[config.mk]
export PLATFORM = sky130hd
export DESIGN_NAME = cereg_reply_registration_grace
export DESIGN_NICKNAME = d
export VERILOG_FILES = /design/src/hw/rtl/crg_pkg.sv /design/src/hw/rtl/crg_front.sv /design/src/hw/rtl/crg_queue.sv /design/src/hw/rtl/crg_back.sv /design/src/hw/rtl/cereg_reply_registration_grace.sv
export SDC_FILE = /design/constraint.sdc
export NUM_CORES = 1
export LEC_CHECK = 0
export ABC_AREA = 1
export BUFFER_PORTS_ARGS = -buffer_cell sky130_fd_sc_hd__buf_4
export CAP_MARGIN = 5
export CORE_ASPECT_RATIO = 1.75
export CORE_MARGIN = 5
export CORE_UTILIZATION = 33
export CTS_CLUSTER_SIZE = 8
export DETAILED_ROUTE_END_ITERATION = 10
export PLACE_DENSITY = 0.45
export SLEW_MARGIN = 20
export SYNTH_ARGS = -nofsm -noshare
export SYNTH_HDL_FRONTEND = slang
export SYNTH_SLANG_ARGS = --single-unit
[constraint.sdc]
create_clock -name clk -period 5.6 [get_ports clk]
set_input_delay 1.12 -clock clk [delete_from_list [all_inputs] [get_ports clk]]
set_output_delay 1.12 -clock clk [all_outputs]
set_load 0.05 [all_outputs]
[src/hw/rtl/crg_pkg.sv]
// Shared types, codes and constants for the CEREG reply scanner and grace window.
`default_nettype none
package crg_pkg;

  localparam logic [1:0] CMD_BYTE  = 2'd0;
  localparam logic [1:0] CMD_CLEAR = 2'd1;
  localparam logic [1:0] CMD_QUERY = 2'd2;

  localparam logic RK_VERDICT = 1'b0;
  localparam logic RK_QUERY   = 1'b1;

  localparam logic [2:0] PREFIX_LEN = 3'd7;
  localparam logic [6:0] MODE_MAX   = 7'd5;
  localparam logic [6:0] STATUS_MAX = 7'd10;
  localparam logic [3:0] STAT_HOME  = 4'd1;
  localparam logic [3:0] STAT_ROAM  = 4'd5;

  localparam logic [7:0] CH_NUL   = 8'h00;
  localparam logic [7:0] CH_TAB   = 8'h09;
  localparam logic [7:0] CH_LF    = 8'h0a;
  localparam logic [7:0] CH_CR    = 8'h0d;
  localparam logic [7:0] CH_SPACE = 8'h20;
  localparam logic [7:0] CH_COMMA = 8'h2c;
  localparam logic [7:0] CH_ZERO  = 8'h30;
  localparam logic [7:0] CH_NINE  = 8'h39;

  localparam logic [31:0] GRACE_RESET = 32'd300;

  localparam int QUEUE_DEPTH = 2;
  localparam int QPTR_W = (QUEUE_DEPTH > 1) ? $clog2(QUEUE_DEPTH) : 1;
  localparam int QCNT_W = $clog2(QUEUE_DEPTH + 1);

  typedef enum logic [3:0] {
    PH_START,
    PH_PREFIX,
    PH_OTHER,
    PH_MODE_WS,
    PH_MODE_DIG,
    PH_MODE_TRAIL,
    PH_STAT_WS,
    PH_STAT_DIG,
    PH_STAT_TRAIL,
    PH_GOOD,
    PH_BAD,
    PH_TERM
  } phase_t;

  typedef enum logic [1:0] {
    EV_VERDICT,
    EV_CLEAR,
    EV_QUERY
  } ev_kind_t;

  typedef struct packed {
    logic [1:0]  cmd;
    logic [7:0]  data_byte;
    logic        last_byte;
    logic        reply_ok;
    logic [31:0] now_s;
  } crg_in_t;

  typedef struct packed {
    logic result_kind;
    logic parse_ok;
    logic is_registered;
    logic grace_started;
    logic grace_active;
  } crg_out_t;

  typedef struct packed {
    ev_kind_t    kind;
    logic        good;
    logic        reg_status;
    logic [31:0] now_s;
  } ev_t;

  function automatic logic [7:0] tag_char(input logic [2:0] idx);
    logic [7:0] c;
    case (idx)
      3'd0: c = 8'h2b;
      3'd1: c = 8'h43;
      3'd2: c = 8'h45;
      3'd3: c = 8'h52;
      3'd4: c = 8'h45;
      3'd5: c = 8'h47;
      3'd6: c = 8'h3a;
      default: c = 8'h00;
    endcase
    return c;
  endfunction

endpackage
`default_nettype wire

[src/hw/rtl/crg_front.sv]
// Front end: accepts transactions, scans reply bytes and classifies them into events.
`default_nettype none
module crg_front (
  input  wire logic             clk,
  input  wire logic             rst,
  input  wire logic             req_valid,
  input  wire crg_pkg::crg_in_t req_data,
  input  wire logic             queue_full,
  output logic                  req_stall,
  output logic                  ev_push,
  output crg_pkg::ev_t          ev_data
);

  crg_pkg::phase_t phase, phase_next;
  logic [2:0] pidx, pidx_next;
  logic [3:0] acc, acc_next;
  logic [3:0] pend, pend_next;
  logic [3:0] comm, comm_next;
  logic [1:0] seen, seen_next;
  logic       fail, fail_next;

  logic       accept;
  logic [7:0] b;
  logic       blank;
  logic       digit;
  logic [3:0] dval;
  logic [6:0] sum;
  logic       tag_hit;
  logic       cereg_line;
  logic       good_line;
  logic [3:0] pend_line;
  logic       good_reply;

  assign req_stall = queue_full;
  assign accept    = req_valid && !req_stall;
  assign b         = req_data.data_byte;
  assign blank     = (b == crg_pkg::CH_SPACE) || (b == crg_pkg::CH_TAB);
  assign digit     = (b >= crg_pkg::CH_ZERO) && (b <= crg_pkg::CH_NINE);
  assign dval      = 4'(b - crg_pkg::CH_ZERO);
  assign sum       = 7'(acc) * 7'd10 + 7'(dval);
  assign tag_hit   = (pidx < crg_pkg::PREFIX_LEN) && (b == crg_pkg::tag_char(pidx));

  always_comb begin
    phase_next = phase;
    pidx_next  = pidx;
    acc_next   = acc;
    pend_next  = pend;
    comm_next  = comm;
    seen_next  = seen;
    fail_next  = fail;
    cereg_line = (phase >= crg_pkg::PH_MODE_WS) && (phase <= crg_pkg::PH_BAD);
    good_line  = (phase == crg_pkg::PH_STAT_DIG) || (phase == crg_pkg::PH_STAT_TRAIL) ||
                 (phase == crg_pkg::PH_GOOD);
    pend_line  = ((phase == crg_pkg::PH_STAT_DIG) || (phase == crg_pkg::PH_STAT_TRAIL)) ?
                 acc : pend;
    if (accept && (req_data.cmd == crg_pkg::CMD_BYTE)) begin
      if (phase == crg_pkg::PH_TERM) begin
        phase_next = phase;
      end else if (b == crg_pkg::CH_NUL) begin
        phase_next = crg_pkg::PH_TERM;
      end else if (b == crg_pkg::CH_LF) begin
        pend_next = pend_line;
        if (cereg_line) begin
          if ((seen != 2'd0) || !good_line) begin
            fail_next = 1'b1;
          end else begin
            comm_next = pend_line;
          end
          if (seen < 2'd2) begin
            seen_next = seen + 2'd1;
          end
        end
        phase_next = crg_pkg::PH_START;
        pidx_next  = 3'd0;
        acc_next   = 4'd0;
      end else begin
        case (phase)
          crg_pkg::PH_START, crg_pkg::PH_PREFIX: begin
            if ((phase == crg_pkg::PH_PREFIX) || !blank) begin
              if (tag_hit) begin
                if (pidx == crg_pkg::PREFIX_LEN - 3'd1) begin
                  phase_next = crg_pkg::PH_MODE_WS;
                  pidx_next  = 3'd0;
                  acc_next   = 4'd0;
                end else begin
                  phase_next = crg_pkg::PH_PREFIX;
                  pidx_next  = pidx + 3'd1;
                end
              end else begin
                phase_next = crg_pkg::PH_OTHER;
              end
            end
          end
          crg_pkg::PH_MODE_WS: begin
            if (!blank) begin
              acc_next = 4'd0;
              if (digit && (7'(dval) <= crg_pkg::MODE_MAX)) begin
                acc_next   = dval;
                phase_next = crg_pkg::PH_MODE_DIG;
              end else begin
                phase_next = crg_pkg::PH_BAD;
              end
            end
          end
          crg_pkg::PH_MODE_DIG: begin
            if (digit) begin
              if (sum <= crg_pkg::MODE_MAX) begin
                acc_next = sum[3:0];
              end else begin
                phase_next = crg_pkg::PH_BAD;
              end
            end else if (blank) begin
              phase_next = crg_pkg::PH_MODE_TRAIL;
            end else if (b == crg_pkg::CH_COMMA) begin
              phase_next = crg_pkg::PH_STAT_WS;
            end else begin
              phase_next = crg_pkg::PH_BAD;
            end
          end
          crg_pkg::PH_MODE_TRAIL: begin
            if (!blank) begin
              phase_next = (b == crg_pkg::CH_COMMA) ? crg_pkg::PH_STAT_WS : crg_pkg::PH_BAD;
            end
          end
          crg_pkg::PH_STAT_WS: begin
            if (!blank) begin
              acc_next = 4'd0;
              if (digit && (7'(dval) <= crg_pkg::STATUS_MAX)) begin
                acc_next   = dval;
                phase_next = crg_pkg::PH_STAT_DIG;
              end else begin
                phase_next = crg_pkg::PH_BAD;
              end
            end
          end
          crg_pkg::PH_STAT_DIG, crg_pkg::PH_STAT_TRAIL: begin
            if (digit && (phase == crg_pkg::PH_STAT_DIG)) begin
              if (sum <= crg_pkg::STATUS_MAX) begin
                acc_next = sum[3:0];
              end else begin
                phase_next = crg_pkg::PH_BAD;
              end
            end else if (blank) begin
              phase_next = crg_pkg::PH_STAT_TRAIL;
            end else if ((b == crg_pkg::CH_COMMA) || (b == crg_pkg::CH_CR)) begin
              pend_next  = acc;
              phase_next = crg_pkg::PH_GOOD;
            end else begin
              phase_next = crg_pkg::PH_BAD;
            end
          end
          crg_pkg::PH_GOOD, crg_pkg::PH_BAD, crg_pkg::PH_OTHER, crg_pkg::PH_TERM: begin
            phase_next = phase;
          end
          default: begin
            phase_next = crg_pkg::PH_OTHER;
          end
        endcase
      end
    end

    good_reply = req_data.reply_ok && !fail_next && (seen_next == 2'd1);

    ev_push       = 1'b0;
    ev_data.kind  = crg_pkg::EV_VERDICT;
    ev_data.good  = good_reply;
    ev_data.reg_status = (comm_next == crg_pkg::STAT_HOME) || (comm_next == crg_pkg::STAT_ROAM);
    ev_data.now_s = req_data.now_s;
    if (accept) begin
      case (req_data.cmd)
        crg_pkg::CMD_BYTE: begin
          if (req_data.last_byte) begin
            ev_push    = 1'b1;
            phase_next = crg_pkg::PH_START;
            pidx_next  = 3'd0;
            acc_next   = 4'd0;
            pend_next  = 4'd0;
            comm_next  = 4'd0;
            seen_next  = 2'd0;
            fail_next  = 1'b0;
          end
        end
        crg_pkg::CMD_CLEAR: begin
          ev_push      = 1'b1;
          ev_data.kind = crg_pkg::EV_CLEAR;
        end
        crg_pkg::CMD_QUERY: begin
          ev_push      = 1'b1;
          ev_data.kind = crg_pkg::EV_QUERY;
        end
        default: begin
          ev_push = 1'b0;
        end
      endcase
    end
  end

  always_ff @(posedge clk) begin
    if (rst) begin
      phase <= crg_pkg::PH_START;
      pidx  <= 3'd0;
      acc   <= 4'd0;
      pend  <= 4'd0;
      comm  <= 4'd0;
      seen  <= 2'd0;
      fail  <= 1'b0;
    end else begin
      phase <= phase_next;
      pidx  <= pidx_next;
      acc   <= acc_next;
      pend  <= pend_next;
      comm  <= comm_next;
      seen  <= seen_next;
      fail  <= fail_next;
    end
  end

endmodule
`default_nettype wire

[src/hw/rtl/crg_queue.sv]
// Short event queue between the front end and the back end.
`default_nettype none
module crg_queue (
  input  wire logic          clk,
  input  wire logic          rst,
  input  wire logic          push,
  input  wire crg_pkg::ev_t  push_data,
  input  wire logic          pop,
  output logic               full,
  output logic               head_valid,
  output crg_pkg::ev_t       head_data
);

  crg_pkg::ev_t entries [crg_pkg::QUEUE_DEPTH];
  logic [crg_pkg::QPTR_W-1:0] wr_ptr;
  logic [crg_pkg::QPTR_W-1:0] rd_ptr;
  logic [crg_pkg::QCNT_W-1:0] count;
  logic do_push;
  logic do_pop;

  assign full       = (count == crg_pkg::QCNT_W'(crg_pkg::QUEUE_DEPTH));
  assign head_valid = (count != '0);
  assign head_data  = entries[rd_ptr];
  assign do_push    = push && !full;
  assign do_pop     = pop && head_valid;

  function automatic logic [crg_pkg::QPTR_W-1:0] bump(input logic [crg_pkg::QPTR_W-1:0] p);
    logic [crg_pkg::QPTR_W-1:0] n;
    if (p == crg_pkg::QPTR_W'(crg_pkg::QUEUE_DEPTH - 1)) begin
      n = '0;
    end else begin
      n = p + crg_pkg::QPTR_W'(1);
    end
    return n;
  endfunction

  always_ff @(posedge clk) begin
    if (do_push) begin
      entries[wr_ptr] <= push_data;
    end
  end

  always_ff @(posedge clk) begin
    if (rst) begin
      wr_ptr <= '0;
      rd_ptr <= '0;
      count  <= '0;
    end else begin
      if (do_push) begin
        wr_ptr <= bump(wr_ptr);
      end
      if (do_pop) begin
        rd_ptr <= bump(rd_ptr);
      end
      if (do_push && !do_pop) begin
        count <= count + crg_pkg::QCNT_W'(1);
      end else if (do_pop && !do_push) begin
        count <= count - crg_pkg::QCNT_W'(1);
      end
    end
  end

  assert property (@(posedge clk) disable iff (rst)
    count <= crg_pkg::QCNT_W'(crg_pkg::QUEUE_DEPTH))
    else $error("Queue count exceeds its depth.");

  assert property (@(posedge clk) disable iff (rst)
    !push || !full)
    else $error("Event pushed into a full queue.");

  assert property (@(posedge clk) disable iff (rst)
    (do_push && !do_pop) |=> (count == $past(count) + crg_pkg::QCNT_W'(1)))
    else $error("Queue count did not grow on a lone push.");

endmodule
`default_nettype wire

[src/hw/rtl/crg_back.sv]
// Back end: registration flags, grace window and the registered result stage.
`default_nettype none
module crg_back (
  input  wire logic              clk,
  input  wire logic              rst,
  input  wire logic              ev_valid,
  input  wire crg_pkg::ev_t      ev_data,
  output logic                   ev_pop,
  input  wire logic              cfg_valid,
  input  wire logic [31:0]       cfg_data,
  output logic                   rsp_valid,
  input  wire logic              rsp_stall,
  output crg_pkg::crg_out_t      rsp_data
);

  logic [31:0] grace_len;
  logic        reg_seen;
  logic        reg_now;
  logic        taken;
  logic [31:0] start_time;

  logic        back_to_reg;
  logic        start_now;
  logic        active;
  logic [31:0] elapsed;

  assign ev_pop      = ev_valid && (!rsp_valid || !rsp_stall);
  assign back_to_reg = reg_seen && !reg_now && ev_data.reg_status;
  assign start_now   = ev_data.good && back_to_reg && !taken;
  assign elapsed     = ev_data.now_s - start_time;
  assign active      = taken && (elapsed < grace_len);

  always_ff @(posedge clk) begin
    if (rst) begin
      grace_len <= crg_pkg::GRACE_RESET;
    end else if (cfg_valid) begin
      grace_len <= cfg_data;
    end
  end

  always_ff @(posedge clk) begin
    if (rst) begin
      reg_seen   <= 1'b0;
      reg_now    <= 1'b0;
      taken      <= 1'b0;
      start_time <= 32'd0;
      rsp_valid  <= 1'b0;
    end else begin
      if (ev_pop && ((ev_data.kind == crg_pkg::EV_VERDICT) ||
                     (ev_data.kind == crg_pkg::EV_QUERY))) begin
        rsp_valid <= 1'b1;
      end else if (rsp_valid && !rsp_stall) begin
        rsp_valid <= 1'b0;
      end
      if (ev_pop) begin
        case (ev_data.kind)
          crg_pkg::EV_VERDICT: begin
            if (ev_data.good) begin
              reg_seen <= 1'b1;
              reg_now  <= ev_data.reg_status;
            end
            if (start_now) begin
              taken      <= 1'b1;
              start_time <= ev_data.now_s;
            end
          end
          crg_pkg::EV_CLEAR: begin
            taken      <= 1'b0;
            start_time <= 32'd0;
          end
          default: begin
          end
        endcase
      end
    end
  end

  always_ff @(posedge clk) begin
    if (ev_pop) begin
      case (ev_data.kind)
        crg_pkg::EV_VERDICT: begin
          rsp_data.result_kind   <= crg_pkg::RK_VERDICT;
          rsp_data.parse_ok      <= ev_data.good;
          rsp_data.is_registered <= ev_data.good && ev_data.reg_status;
          rsp_data.grace_started <= start_now;
          rsp_data.grace_active  <= 1'b0;
        end
        crg_pkg::EV_QUERY: begin
          rsp_data.result_kind   <= crg_pkg::RK_QUERY;
          rsp_data.parse_ok      <= 1'b0;
          rsp_data.is_registered <= 1'b0;
          rsp_data.grace_started <= 1'b0;
          rsp_data.grace_active  <= active;
        end
        default: begin
          rsp_data <= rsp_data;
        end
      endcase
    end
  end

  assert property (@(posedge clk) disable iff (rst)
    (ev_pop && (ev_data.kind == crg_pkg::EV_VERDICT) && start_now) |=> taken)
    else $error("Grace window opened without being marked as taken.");

  assert property (@(posedge clk) disable iff (rst)
    (rsp_valid && (rsp_data.result_kind == crg_pkg::RK_QUERY)) |->
      (!rsp_data.parse_ok && !rsp_data.is_registered && !rsp_data.grace_started))
    else $error("Query answer carries verdict fields.");

  assert property (@(posedge clk) disable iff (rst)
    (rsp_valid && rsp_stall) |=> (rsp_valid && $stable(rsp_data)))
    else $error("Stalled result changed or vanished.");

endmodule
`default_nettype wire

[src/hw/rtl/cereg_reply_registration_grace.sv]
// A result passes through the event queue and then the registered result stage before it is valid.
// Throughput: one transaction per cycle while req_stall is low; the byte scanner updates once per byte.
// A two-entry event queue separates the byte scanner from the grace window logic.
// Reset clears the scanner, queue, flags and grace window; grace length returns to 300.
`default_nettype none
module cereg_reply_registration_grace (
  input  wire logic              clk,
  input  wire logic              rst,
  input  wire logic              req_valid,
  output logic                   req_stall,
  input  wire crg_pkg::crg_in_t  req_data,
  output logic                   rsp_valid,
  input  wire logic              rsp_stall,
  output crg_pkg::crg_out_t      rsp_data,
  input  wire logic              cfg_valid,
  output logic                   cfg_ready,
  input  wire logic [31:0]       cfg_data
);

  logic         queue_full;
  logic         ev_push;
  crg_pkg::ev_t ev_in;
  logic         ev_pop;
  logic         ev_valid;
  crg_pkg::ev_t ev_head;

  assign cfg_ready = 1'b1;

  crg_front u_front (
    .clk        (clk),
    .rst        (rst),
    .req_valid  (req_valid),
    .req_data   (req_data),
    .queue_full (queue_full),
    .req_stall  (req_stall),
    .ev_push    (ev_push),
    .ev_data    (ev_in)
  );

  crg_queue u_queue (
    .clk        (clk),
    .rst        (rst),
    .push       (ev_push),
    .push_data  (ev_in),
    .pop        (ev_pop),
    .full       (queue_full),
    .head_valid (ev_valid),
    .head_data  (ev_head)
  );

  crg_back u_back (
    .clk       (clk),
    .rst       (rst),
    .ev_valid  (ev_valid),
    .ev_data   (ev_head),
    .ev_pop    (ev_pop),
    .cfg_valid (cfg_valid && cfg_ready),
    .cfg_data  (cfg_data),
    .rsp_valid (rsp_valid),
    .rsp_stall (rsp_stall),
    .rsp_data  (rsp_data)
  );

endmodule
`default_nettype wire
==> results of run 1 <==
==> registers in the layout, summed over array words and instances (netlist names), 4 cells and up, named ones only <==
signal and flops:
u_front.acc 4, u_back.grace_len 32, u_back.rsp_data 5, u_front.phase 4, u_back.start_time 32, u_queue.entries 72
==> kinds of logic (layout without fill, tap and decap cells) <==
kind of cell | after synthesis | in the layout | share of synthesized area, %
simple gates | 412 | 412 | 17.09
compound gates | 299 | 299 | 16.09
buf+inv | 209 | 303 | 8.188
flops | 170 | 170 | 41.83
fa+ha+maj | 80 | 80 | 10.26
mux | 33 | 33 | 3.699
xor+xnor | 32 | 32 | 2.809
other cells | 1 | 1 | 0.03758
==> through the flow <==
step / worst slack, ps / util [%] / hold WS, ps / std cells / area [um^2]
after floorplan: 1758 / - / 420.2 / 1236 / 9978
after global placement: 961.4 / 36.80 / 433.0 / 1685 / 11020
final: 922.2 / 38.81 / 443.1 / 1717 / 11620
after CTS: 857.4 / 38.81 / 445.5 / 1717 / 11620
after detailed placement: 864.8 / 36.80 / 435.0 / 1685 / 11020
after global routing: 433.7 / 38.81 / 480.6 / 1717 / 11620
==> worst min path at each step <==
stage / startpoint / to / slack [ps] / depth (start not counted)
finish: u_back.reg_now / u_back.reg_now / 440 / 2
detailed placement: u_back.reg_now / u_back.reg_now / 430 / 2
CTS: u_back.reg_now / u_back.reg_now / 450 / 2
floorplan: u_back.reg_now / u_back.reg_now / 420 / 2
global route: u_back.start_time[7] / u_back.start_time[7] / 480 / 2
global placement: u_back.reg_now / u_back.reg_now / 430 / 2
==> cell type report <==
| cell class | instances | area [um^2] |
|---|---|---|
| Fill cell | 3174 | 18330 |
| Multi-Input combinational cell | 857 | 5002 |
| Sequential cell | 170 | 4174 |
| Timing Repair Buffer | 92 | 690.7 |
| Inverter | 179 | 671.9 |
| Tap cell | 387 | 484.2 |
| Clock buffer | 18 | 429.2 |
| Clock inverter | 14 | 171.4 |
==> cells in the final DEF, fill, tap and decap left out, types with 3 or more instances in the layout <==
master,Yosys,layout
o211ai_1,5,5
fa_1,3,3
dfxtp_1,93,93
mux2_2,31,31
o21a_1,3,3
ha_1,77,77
nand3_1,44,44
buf_4,1,92
o21bai_1,8,8
inv_1,176,176
xnor2_1,15,15
edfxtp_1,77,77
nor3_1,9,9
xor2_1,17,17
o21ai_1,3,3
a22oi_1,3,3
clkinv_2,0,4
nor2_4,1,3
nand4_1,8,8
nand2_1,255,255
a31oi_1,4,4
clkbuf_16,0,17
nor2_1,85,83
a21o_1,7,7
a21oi_1,165,165
bufinv_16,0,3
o21ai_0,89,89
==> power groups by stage <==
stage | logic [mW] | registers [mW] | clock network [mW]
after floorplan | 1.56 | 1.54 | 0
after global placement | 2.16 | 1.52 | 0
after detailed placement | 2.17 | 1.52 | 0
after CTS | 2.18 | 1.49 | 1.27
after global routing | 2.43 | 1.51 | 1.31
final | 2.14 | 1.49 | 1.23
==> metal layers <==
layer / routed length, um / global-route usage, %
met3: 1118 / 3.881
met2: 14510 / 30.42
met4: 977 / 7.509
met1: 9562 / 15.41
met5: 0 / 0
==> critical path, delay by kind of cell, from the launching register on <==
kind                       cells  cell delay (ps)
adders and majority gates      2              690
AOI/OAI and AO/OA              3              740
and+or+nand+nor                8             1170
DFF                            1              840
buffers and inverters          2              510
muxes                          1              400
xor gates and xnor gates       1               60
==> impl_metrics.json, run 1 <==
{
  "status": "complete, no violations",
  "yosysSeqAreaShare_pct": 41.83,
  "reg2reg_setup_slack_ps": 920,
  "hpwlAfterDp_mm": 20.90,
  "path_clk_slew_ps": 70,
  "arrival_ps": 4870,
  "ant_nets": 0,
  "core_area_um2": 29950,
  "min_period_over_period_pct": 83.53,
  "fin_nets": 1478,
  "startpoint_type": "flop",
  "io_buffers": 87,
  "syn_area_per_cell_um2": 8.073,
  "drive_gt1_share_pct": 12.41,
  "die_w_um": 141.4,
  "worst_r2r_endpoint": "u_back.rsp_data[0]",
  "grt_usage_pct": 15.75,
  "critPathRequiredTime_ps": 5790,
  "synth_top_cell_by_area": "edfxtp_1",
  "synth_top_area_share_pct": 23.17,
  "cts_root_buf": "clkbuf_16",
  "r2r_cells": 17,
  "critPathCapture": "u_back.rsp_data[0]",
  "detailroute.via_count": 8206,
  "p_comb_share_pct": 44.0,
  "grt_pass1_vias": 8338,
  "grt_max_degree": 56,
  "power_density_nw_per_um2": 417.8,
  "drc": 0,
  "ys_top_cells_by_area": "edfxtp_1 (23%), dfxtp_1 (19%), ha_1 (9.7%)",
  "routed_via_density": 4.779,
  "intPower_mw": 2.956,
  "numCtsBuffers": 17,
  "worst_pin_slew_ps": 940.1,
  "tns_ps": 0,
  "syn_to_final_growth_pct": 16.49,
  "slew_viol_final": 0,
  "firstDrtPassIters": 5,
  "cts_hold_buf": 0,
  "vdd_drop_max_mv": 0.2288,
  "max_slew_margin_pct": 37.26,
  "rsz0062_at_grt": "false",
  "worstSetupPathType": "reg2reg",
  "wl_per_cell_um": 15.24,
  "grt_pass1_wl_mm": 41.77,
  "rows": 84,
  "hold_path.class": "reg2reg",
  "cts_num_sinks": 170,
  "insertion_delay_ps": 450,
  "power_frac_seq_pct": 30.7,
  "final-hold-violation-count": 0,
  "syn_inst": 1236,
  "worstPathCellList": "buf_4 > mux2_2 > ha_1 > nand2_1 > inv_1 > nand3_1 > nor3_1 > a21oi_1 > o21ai_0 > nand3_1 > nand2_1 > xnor2_1 > ha_1 > nand4_1 > nor3_1 > nor4b_1 > a21oi_1",
  "cts_buffer_depth": 2,
  "die-area_um2": 33950,
  "htree_levels": 4,
  "synth_flop_cell": "dfxtp_1",
  "die_h_um": 240.0,
  "synthTopCellsByCount": "nand2_1 (255), inv_1 (176), a21oi_1 (165)",
  "tritoncts": "built",
  "post-cts-setup-buffers": 0,
  "ys_ff_latch": 170,
  "synth_edf_count": 77,
  "gp_routability_congestion": 0.9148,
  "cts_resized": 0,
  "drv_cap": 0,
  "io_pins": 89,
  "synthesis.area_um2": 9978,
  "fmax_ghz": 0.2138,
  "finalClockSkew_ps": 8.974,
  "slowest_delay_ps": 840,
  "drtIter0Drc": 385,
  "syn_nets": 1397,
  "power.total_mw": 4.856,
  "diodes": 0,
  "gr-total-overflow": 0,
  "routed_wl_mm": 26.17,
  "yosys_warnings": 0,
  "p_sw_share_pct": 39.13,
  "synth_most_common_cell": "nand2_1",
  "clockPowerShare_pct": 25.2,
  "end_kind": "flop",
  "p_switching_mw": 1.900,
  "initial_core_util_pct": 33.31,
  "critPathMaxFanout": 22,
  "setup_viol": 0,
  "ys_types": 51,
  "slowest_stage": "dfxtp_1",
  "synth-async-reset-ratio_pct": 0,
  "min_period_ps": 4678,
  "antenna_found_initial": 0,
  "p_leak_nw": 4.882
}
No activity file was read; power rests on OpenSTA's default activity.
==> inputs of run 2 (changes only) <==
--- a/config.mk
+++ b/config.mk
@@ -5,7 +5,7 @@
 export SDC_FILE = /design/constraint.sdc
 export NUM_CORES = 1
 export LEC_CHECK = 0
-export ABC_AREA = 1
+export ABC_AREA = 0
 export BUFFER_PORTS_ARGS = -buffer_cell sky130_fd_sc_hd__buf_4
 export CAP_MARGIN = 5
 export CORE_ASPECT_RATIO = 1.75
@@ -13,7 +13,7 @@
 export CORE_UTILIZATION = 33
 export CTS_CLUSTER_SIZE = 8
 export DETAILED_ROUTE_END_ITERATION = 10
-export PLACE_DENSITY = 0.45
+export PLACE_DENSITY = 0.47
 export SLEW_MARGIN = 20
 export SYNTH_ARGS = -nofsm -noshare
 export SYNTH_HDL_FRONTEND = slang
==> constraint.sdc (replaced) <==
create_clock -name clk -period 4.25 [get_ports clk]
set_input_delay 0.85 -clock clk [delete_from_list [all_inputs] [get_ports clk]]
set_output_delay 0.85 -clock clk [all_outputs]
set_load 0.05 [all_outputs]
==> run 2 against run 1 <==
Net effect: the flow now finishes with violations (negative setup slack); die area shrank 2.1%; via count shrank 6.4%; core utilization grew 1.8 points; final cell count shrank 12%; critical path depth grew 2; non-clock buffer count grew 46; register-to-register slack lost 970 ps; fmax grew 8.9%; hold slack gained 25 ps; sequential share of layout area shrank 0.81 points; sequential power grew 30%; cell area grew 2.4%; largest cell class unchanged; highest routed layer unchanged.
==> impl_metrics.json, run 2 <==
{
  "p_leak_nw": 4.633,
  "synth_flop_cell": "dfxtp_1",
  "ys_top_cells_by_area": "edfxtp_1 (24%), dfxtp_1 (19%), ha_1 (9.9%)",
  "cts_num_sinks": 170,
  "fin_ws_ps": -46.49,
  "syn_area_per_cell_um2": 9.735,
  "hpwlAfterDp_mm": 20.02,
  "status": "finished with violations",
  "synth_edf_count": 77,
  "fmax_ghz": 0.2327,
  "end_kind": "flop",
  "yosysSeqAreaShare_pct": 42.79,
  "synthSimpleGateAreaFrac_pct": 13.37,
  "grt_pass1_wl_mm": 41.86,
  "slowest_delay_ps": 400,
  "antenna_found_initial": 0,
  "drive_gt1_share_pct": 20.64,
  "final_common_cell": "buf_4",
  "drv_cap": 0,
  "drtIter0Drc": 333,
  "top_regs": "u_queue.entries x72, u_back.grace_len x32, u_back.start_time x32",
  "slew_viol_final": 0,
  "synth_top_family_by_area": "compound AO/OA/AOI/OAI gates",
  "worstPathCellList": "mux2i_4 > ha_2 > inv_2 > fa_2 > a211oi_2 > o21ai_2 > a211oi_2 > buf_4 > o31ai_4 > a221o_1 > a41o_1 > a221oi_4 > buf_6 > buf_4 > o311ai_4 > ha_4 > and4_1 > nand2_1 > o31a_1",
  "grt_usage_pct": 16.06,
  "synth_top_cell_by_area": "edfxtp_1",
  "largest_reg_flops": 72,
  "detailroute.via_count": 7681,
  "gr-total-overflow": 0,
  "syn_inst": 1002,
  "grt_max_degree": 70,
  "hold_path.class": "reg2reg",
  "final_core_util_pct": 40.65,
  "die-area_um2": 33230,
  "startpoint_type": "flop",
  "worstSetupPathType": "reg2reg",
  "synth_compound_area_share_pct": 17.21,
  "top_register": "u_queue.entries",
  "tritoncts": "built",
  "synth.area.mux_share_pct": 7.581,
  "routed_wl_mm": 26.19,
  "fin_nets": 1277,
  "synth_most_common_cell": "nor2_1",
  "synthAdderAreaFrac_pct": 10.49,
  "drc": 0,
  "die_w_um": 140.0,
  "syn_to_final_growth_pct": 22.04,
  "yosys_warnings": 0,
  "power.total_mw": 6.313,
  "setup_viol": 1,
  "routed_via_density": 5.083,
  "finalClockSkew_ps": 13.28,
  "initial_core_util_pct": 33.31,
  "power_density_nw_per_um2": 530.3,
  "arrival_ps": 4490,
  "worst_pin_slew_ps": 846.1,
  "min_period_ps": 4296,
  "final-hold-violation-count": 0,
  "synth-async-reset-ratio_pct": 0,
  "ys_types": 76,
  "synthTopCellsByCount": "nor2_1 (122), dfxtp_1 (93), inv_1 (86)",
  "firstDrtPassIters": 4,
  "critPathMaxFanout": 6,
  "gp_routability_congestion": 0.8617,
  "ys_ff_latch": 170,
  "violations": "negative setup slack",
  "cts_hold_buf": 0,
  "wl_per_cell_um": 17.33,
  "critPathRequiredTime_ps": 4450,
  "grt_pass1_vias": 8005,
  "min_period_over_period_pct": 101.1,
  "synth_top_area_share_pct": 23.70,
  "max_slew_margin_pct": 42.14,
  "synthesis.area_um2": 9754,
  "die_h_um": 237.4,
  "ant_nets": 0,
  "io_buffers": 87,
  "slowest_stage": "dfxtp_4",
  "vdd_drop_max_mv": 0.2831,
  "path_clk_slew_ps": 60,
  "insertion_delay_ps": 440,
  "cts_buffer_depth": 2,
  "numCtsBuffers": 17,
  "cts_root_buf": "clkbuf_16",
  "diodes": 0,
  "core_area_um2": 29290,
  "rsz0062_at_grt": "true",
  "htree_levels": 4,
  "syn_nets": 1163,
  "rows": 83,
  "final_cell_mix": "buf_4 (133), nor2_1 (121), dfxtp_1 (92)",
  "io_pins": 89,
  "synth_xor_area_share_pct": 3.412
}
[run 2: cell types whose count changed after synthesis, sizes merged, moves of 20 or more]
cell / change
a22oi: +31
mux2i: +37
nor2: +35
o21ai: -54
nand2: -218
inv: -91
a21o: +21
nand3: -33
a21oi: -113
nor2b: +20
[run 2: layer usage]
metal	share of wire (%)	global-route usage, %
met1	38	16.33
met2	56	31.58
met3	2.3	2.637
met4	2.9	6.994
met5	0	0
[run 2: through the flow]
step / cells / TNS (ps) / area (um^2) / hold slack [ps] / worst slack, ps
after floorplan: 1002 / 0 / 9783 / 432.0 / 23.63
after global placement: 1470 / -123.2 / 11080 / 450.0 / -123.2
after detailed placement: 1470 / -181.8 / 11080 / 458.6 / -181.8
after CTS: 1509 / -89.17 / 11770 / 472.3 / -89.17
after global routing: 1511 / -238.9 / 11900 / 498.0 / -238.9
final: 1511 / -46.49 / 11900 / 468.0 / -46.49
[run 2: final timing paths]
kind              slack, ps  depth (start not counted)          from            endpoint
setup / recovery        -50                         19          flop  u_back.rsp_data[0]
hold / removal          470                          2  u_front.fail        u_front.fail
setup reg to reg        -50                         19          flop  u_back.rsp_data[0]
hold reg to reg         470                          2  u_front.fail        u_front.fail
[run 2: kinds of logic (layout without fill, tap and decap cells)]
| group | count (synthesis) | count (layout) |
|---|---|---|
| compound gates | 240 | 240 |
| mux | 70 | 70 |
| xor+xnor | 38 | 38 |
| buf+inv | 130 | 257 |
| flops | 170 | 170 |
| other cells | 1 | 1 |
| fa+ha+maj | 80 | 80 |
| simple gates | 273 | 273 |
[run 2: layout make-up]
cell class                      count  area, um^2
Fill cell                        3001       17380
Multi-Input combinational cell    702        5294
Sequential cell                   170        4178
Timing Repair Buffer              138        1072
Tap cell                          382       478.0
Clock buffer                       23       457.9
Inverter                           87       326.6
Clock inverter                      9       97.59
[run 2: repair_timing]
item | 4_1_cts | 5_1_grt
setup buffers | 7 | 2
endpoints found under the setup margin | 1 | 1
gates cloned | 0 | 0
gates resized for setup | 15 | 23
pin swaps | 16 | 18
[run 2: power breakdown]
part           internal (mW)  total (mW)  switching (mW)
clock network          0.872        1.49           0.615
registers               1.85        1.93          0.0746
logic                   1.36        2.90            1.54
total                   4.08        6.31            2.23
[run 2: worst max-delay path: cells and delay by family (launching register included)]
family,cells,cell delay (ps)
and+or+nand+nor,2,250
adders and majority gates,3,850
buffers and inverters,4,470
muxes,1,260
AOI/OAI and AO/OA,9,1850
DFF,1,400
==> inputs of run 3 (changes only) <==
--- a/config.mk
+++ b/config.mk
@@ -14,6 +14,7 @@
 export CTS_CLUSTER_SIZE = 8
 export DETAILED_ROUTE_END_ITERATION = 10
 export PLACE_DENSITY = 0.47
+export SKIP_CTS_REPAIR_TIMING = 1
 export SLEW_MARGIN = 20
 export SYNTH_ARGS = -nofsm -noshare
 export SYNTH_HDL_FRONTEND = slang
==> run 3 against run 2 <==
Net effect: the flow still finishes with violations (negative setup slack); global-route usage fell by 0.071 points; via count fell by 1.1%; first-iteration DRC count fell by 3.3%; sequential share of layout area rose by 0.65 points.
==> impl_metrics.json, run 3 (synthesis gave the netlist of run 2 again) <==
{
  "status": "finished with violations",
  "violations": "negative setup slack",
  "arrival_ps": 4580,
  "critPathRequiredTime_ps": 4450,
  "final_common_cell": "buf_4",
  "diodes": 0,
  "intPower_mw": 3.956,
  "insertion_delay_ps": 440,
  "p_comb_share_pct": 44.0,
  "p_sw_share_pct": 35.11,
  "p_leak_nw": 4.561,
  "grt_pass1_wl_mm": 41.66,
  "gp_routability_congestion": 0.8617,
  "fmax_ghz": 0.2281,
  "initial_core_util_pct": 33.31,
  "drc": 0,
  "hold_path.class": "reg2reg",
  "min_period_ps": 4385,
  "critPathCapture": "u_back.rsp_data[0]",
  "core_area_um2": 29290,
  "slew_viol_final": 0,
  "firstDrtPassIters": 5,
  "dp_slack_ps": -181.8,
  "hpwlAfterDp_mm": 20.02,
  "p_switching_mw": 2.140,
  "cts_root_buf": "clkbuf_16",
  "routed_via_density": 5.053,
  "fin_nets": 1269,
  "min_period_over_period_pct": 103.2,
  "wl_per_cell_um": 17.25,
  "dp.cells": 1470,
  "final-hold-violation-count": 0,
  "htree_levels": 4,
  "rows": 83,
  "layout.cells.non_filler": 1503,
  "worst_pin_slew_ps": 836.3,
  "power_frac_seq_pct": 31.6,
  "die_w_um": 140.0,
  "die_h_um": 237.4,
  "drv_cap": 0,
  "gr-total-overflow": 0,
  "startpoint_type": "flop",
  "path_clk_slew_ps": 60,
  "antenna_found_initial": 0,
  "cts_num_sinks": 170,
  "clockPowerShare_pct": 24.4,
  "end_kind": "flop",
  "r2r_cells": 19,
  "final_cell_mix": "buf_4 (128), nor2_1 (121), dfxtp_1 (92)",
  "cts_buffer_depth": 2,
  "tritoncts": "built",
  "final_core_util_pct": 39.90,
  "worst_r2r_endpoint": "u_back.rsp_data[0]",
  "grt_max_degree": 70,
  "detailroute.via_count": 7594,
  "worstSetupPathType": "reg2reg",
  "top_register": "u_queue.entries",
  "io_pins": 89,
  "drtIter0Drc": 322,
  "top_regs": "u_queue.entries x72, u_back.grace_len x32, u_back.start_time x32",
  "setup_viol": 1,
  "fin_ws_ps": -134.9,
  "drive_gt1_share_pct": 18.47,
  "routed_wl_mm": 25.93,
  "die-area_um2": 33230,
  "critPathMaxFanout": 6,
  "numCtsBuffers": 17,
  "largest_reg_flops": 72,
  "vdd_drop_max_mv": 0.2854,
  "min_path_cells": 2,
  "ant_nets": 0,
  "rsz0062_at_grt": "true",
  "finalClockSkew_ps": 7.568,
  "syn_to_final_growth_pct": 19.80,
  "power_density_nw_per_um2": 521.7,
  "grt_pass1_vias": 7933,
  "reg2reg_setup_slack_ps": -130,
  "max_slew_margin_pct": 43.66,
  "grt_usage_pct": 15.98,
  "io_buffers": 87
}
==> run 3: per-layer routing <==
metal | vias up | share of wire, % | global-route usage, %
met5 | - | 0 | 0
met4 | 0 | 2.8 | 6.494
met3 | 35 | 2.6 | 2.617
met2 | 133 | 56 | 31.65
met1 | 3599 | 38 | 16.28
li1 | 3827 | - | -
==> run 3: layout make-up <==
cell class,instances,area (um^2)
Sequential cell,170,4178
Clock buffer,23,457.9
Tap cell,382,478.0
Inverter,87,326.6
Clock inverter,9,97.59
Timing Repair Buffer,130,1001
Fill cell,3029,17600
Multi-Input combinational cell,702,5147
==> run 3: power by group through the flow <==
stage               Clock, mW  Sequential (mW)  Combinational [mW]
CTS                      1.54             1.93                2.70
global route             1.60             1.94                3.02
global placement            0             1.96                2.68
floorplan                   0             1.98                1.83
detailed placement          0             1.96                2.68
finish                   1.49             1.93                2.68
==> run 3: how the worst min path moves through the flow <==
stage	startpoint	to	slack (ps)
finish	u_front.fail	u_front.fail	470
global route	u_front.fail	u_front.fail	500
CTS	u_back.reg_seen	u_back.reg_seen	470
detailed placement	u_back.reg_seen	u_back.reg_seen	460
global placement	u_back.reg_seen	u_back.reg_seen	450
floorplan	u_back.reg_seen	u_back.reg_seen	430
==> run 3: worst max-delay path, stage by stage (launching register included) <==
cell	delay [ps]
dfxtp_4	390
mux2i_4	260
ha_2	210
inv_1	50
fa_2	350
a211oi_2	220
o21ai_2	130
a211oi_4	300
o31ai_4	130
a221o_1	360
a41o_1	230
a221oi_4	380
buf_4	180
xnor2_1	60
ha_1	300
a21o_1	130
nor2_1	50
o21ai_0	60
a21oi_1	60
o31a_1	300
==> run 3: stage by stage <==
step / power [mW] / cell area, um^2 / hold WS [ps] / TNS, ps
floorplan: 3.811 / 9783 / 432.0 / 0
global placement: 4.635 / 11080 / 450.0 / -123.2
detailed placement: 4.639 / 11080 / 458.6 / -181.8
CTS: 6.160 / 11630 / 472.3 / -219.0
global route: 6.570 / 11690 / 498.0 / -396.8
finish: 6.096 / 11690 / 468.9 / -134.9
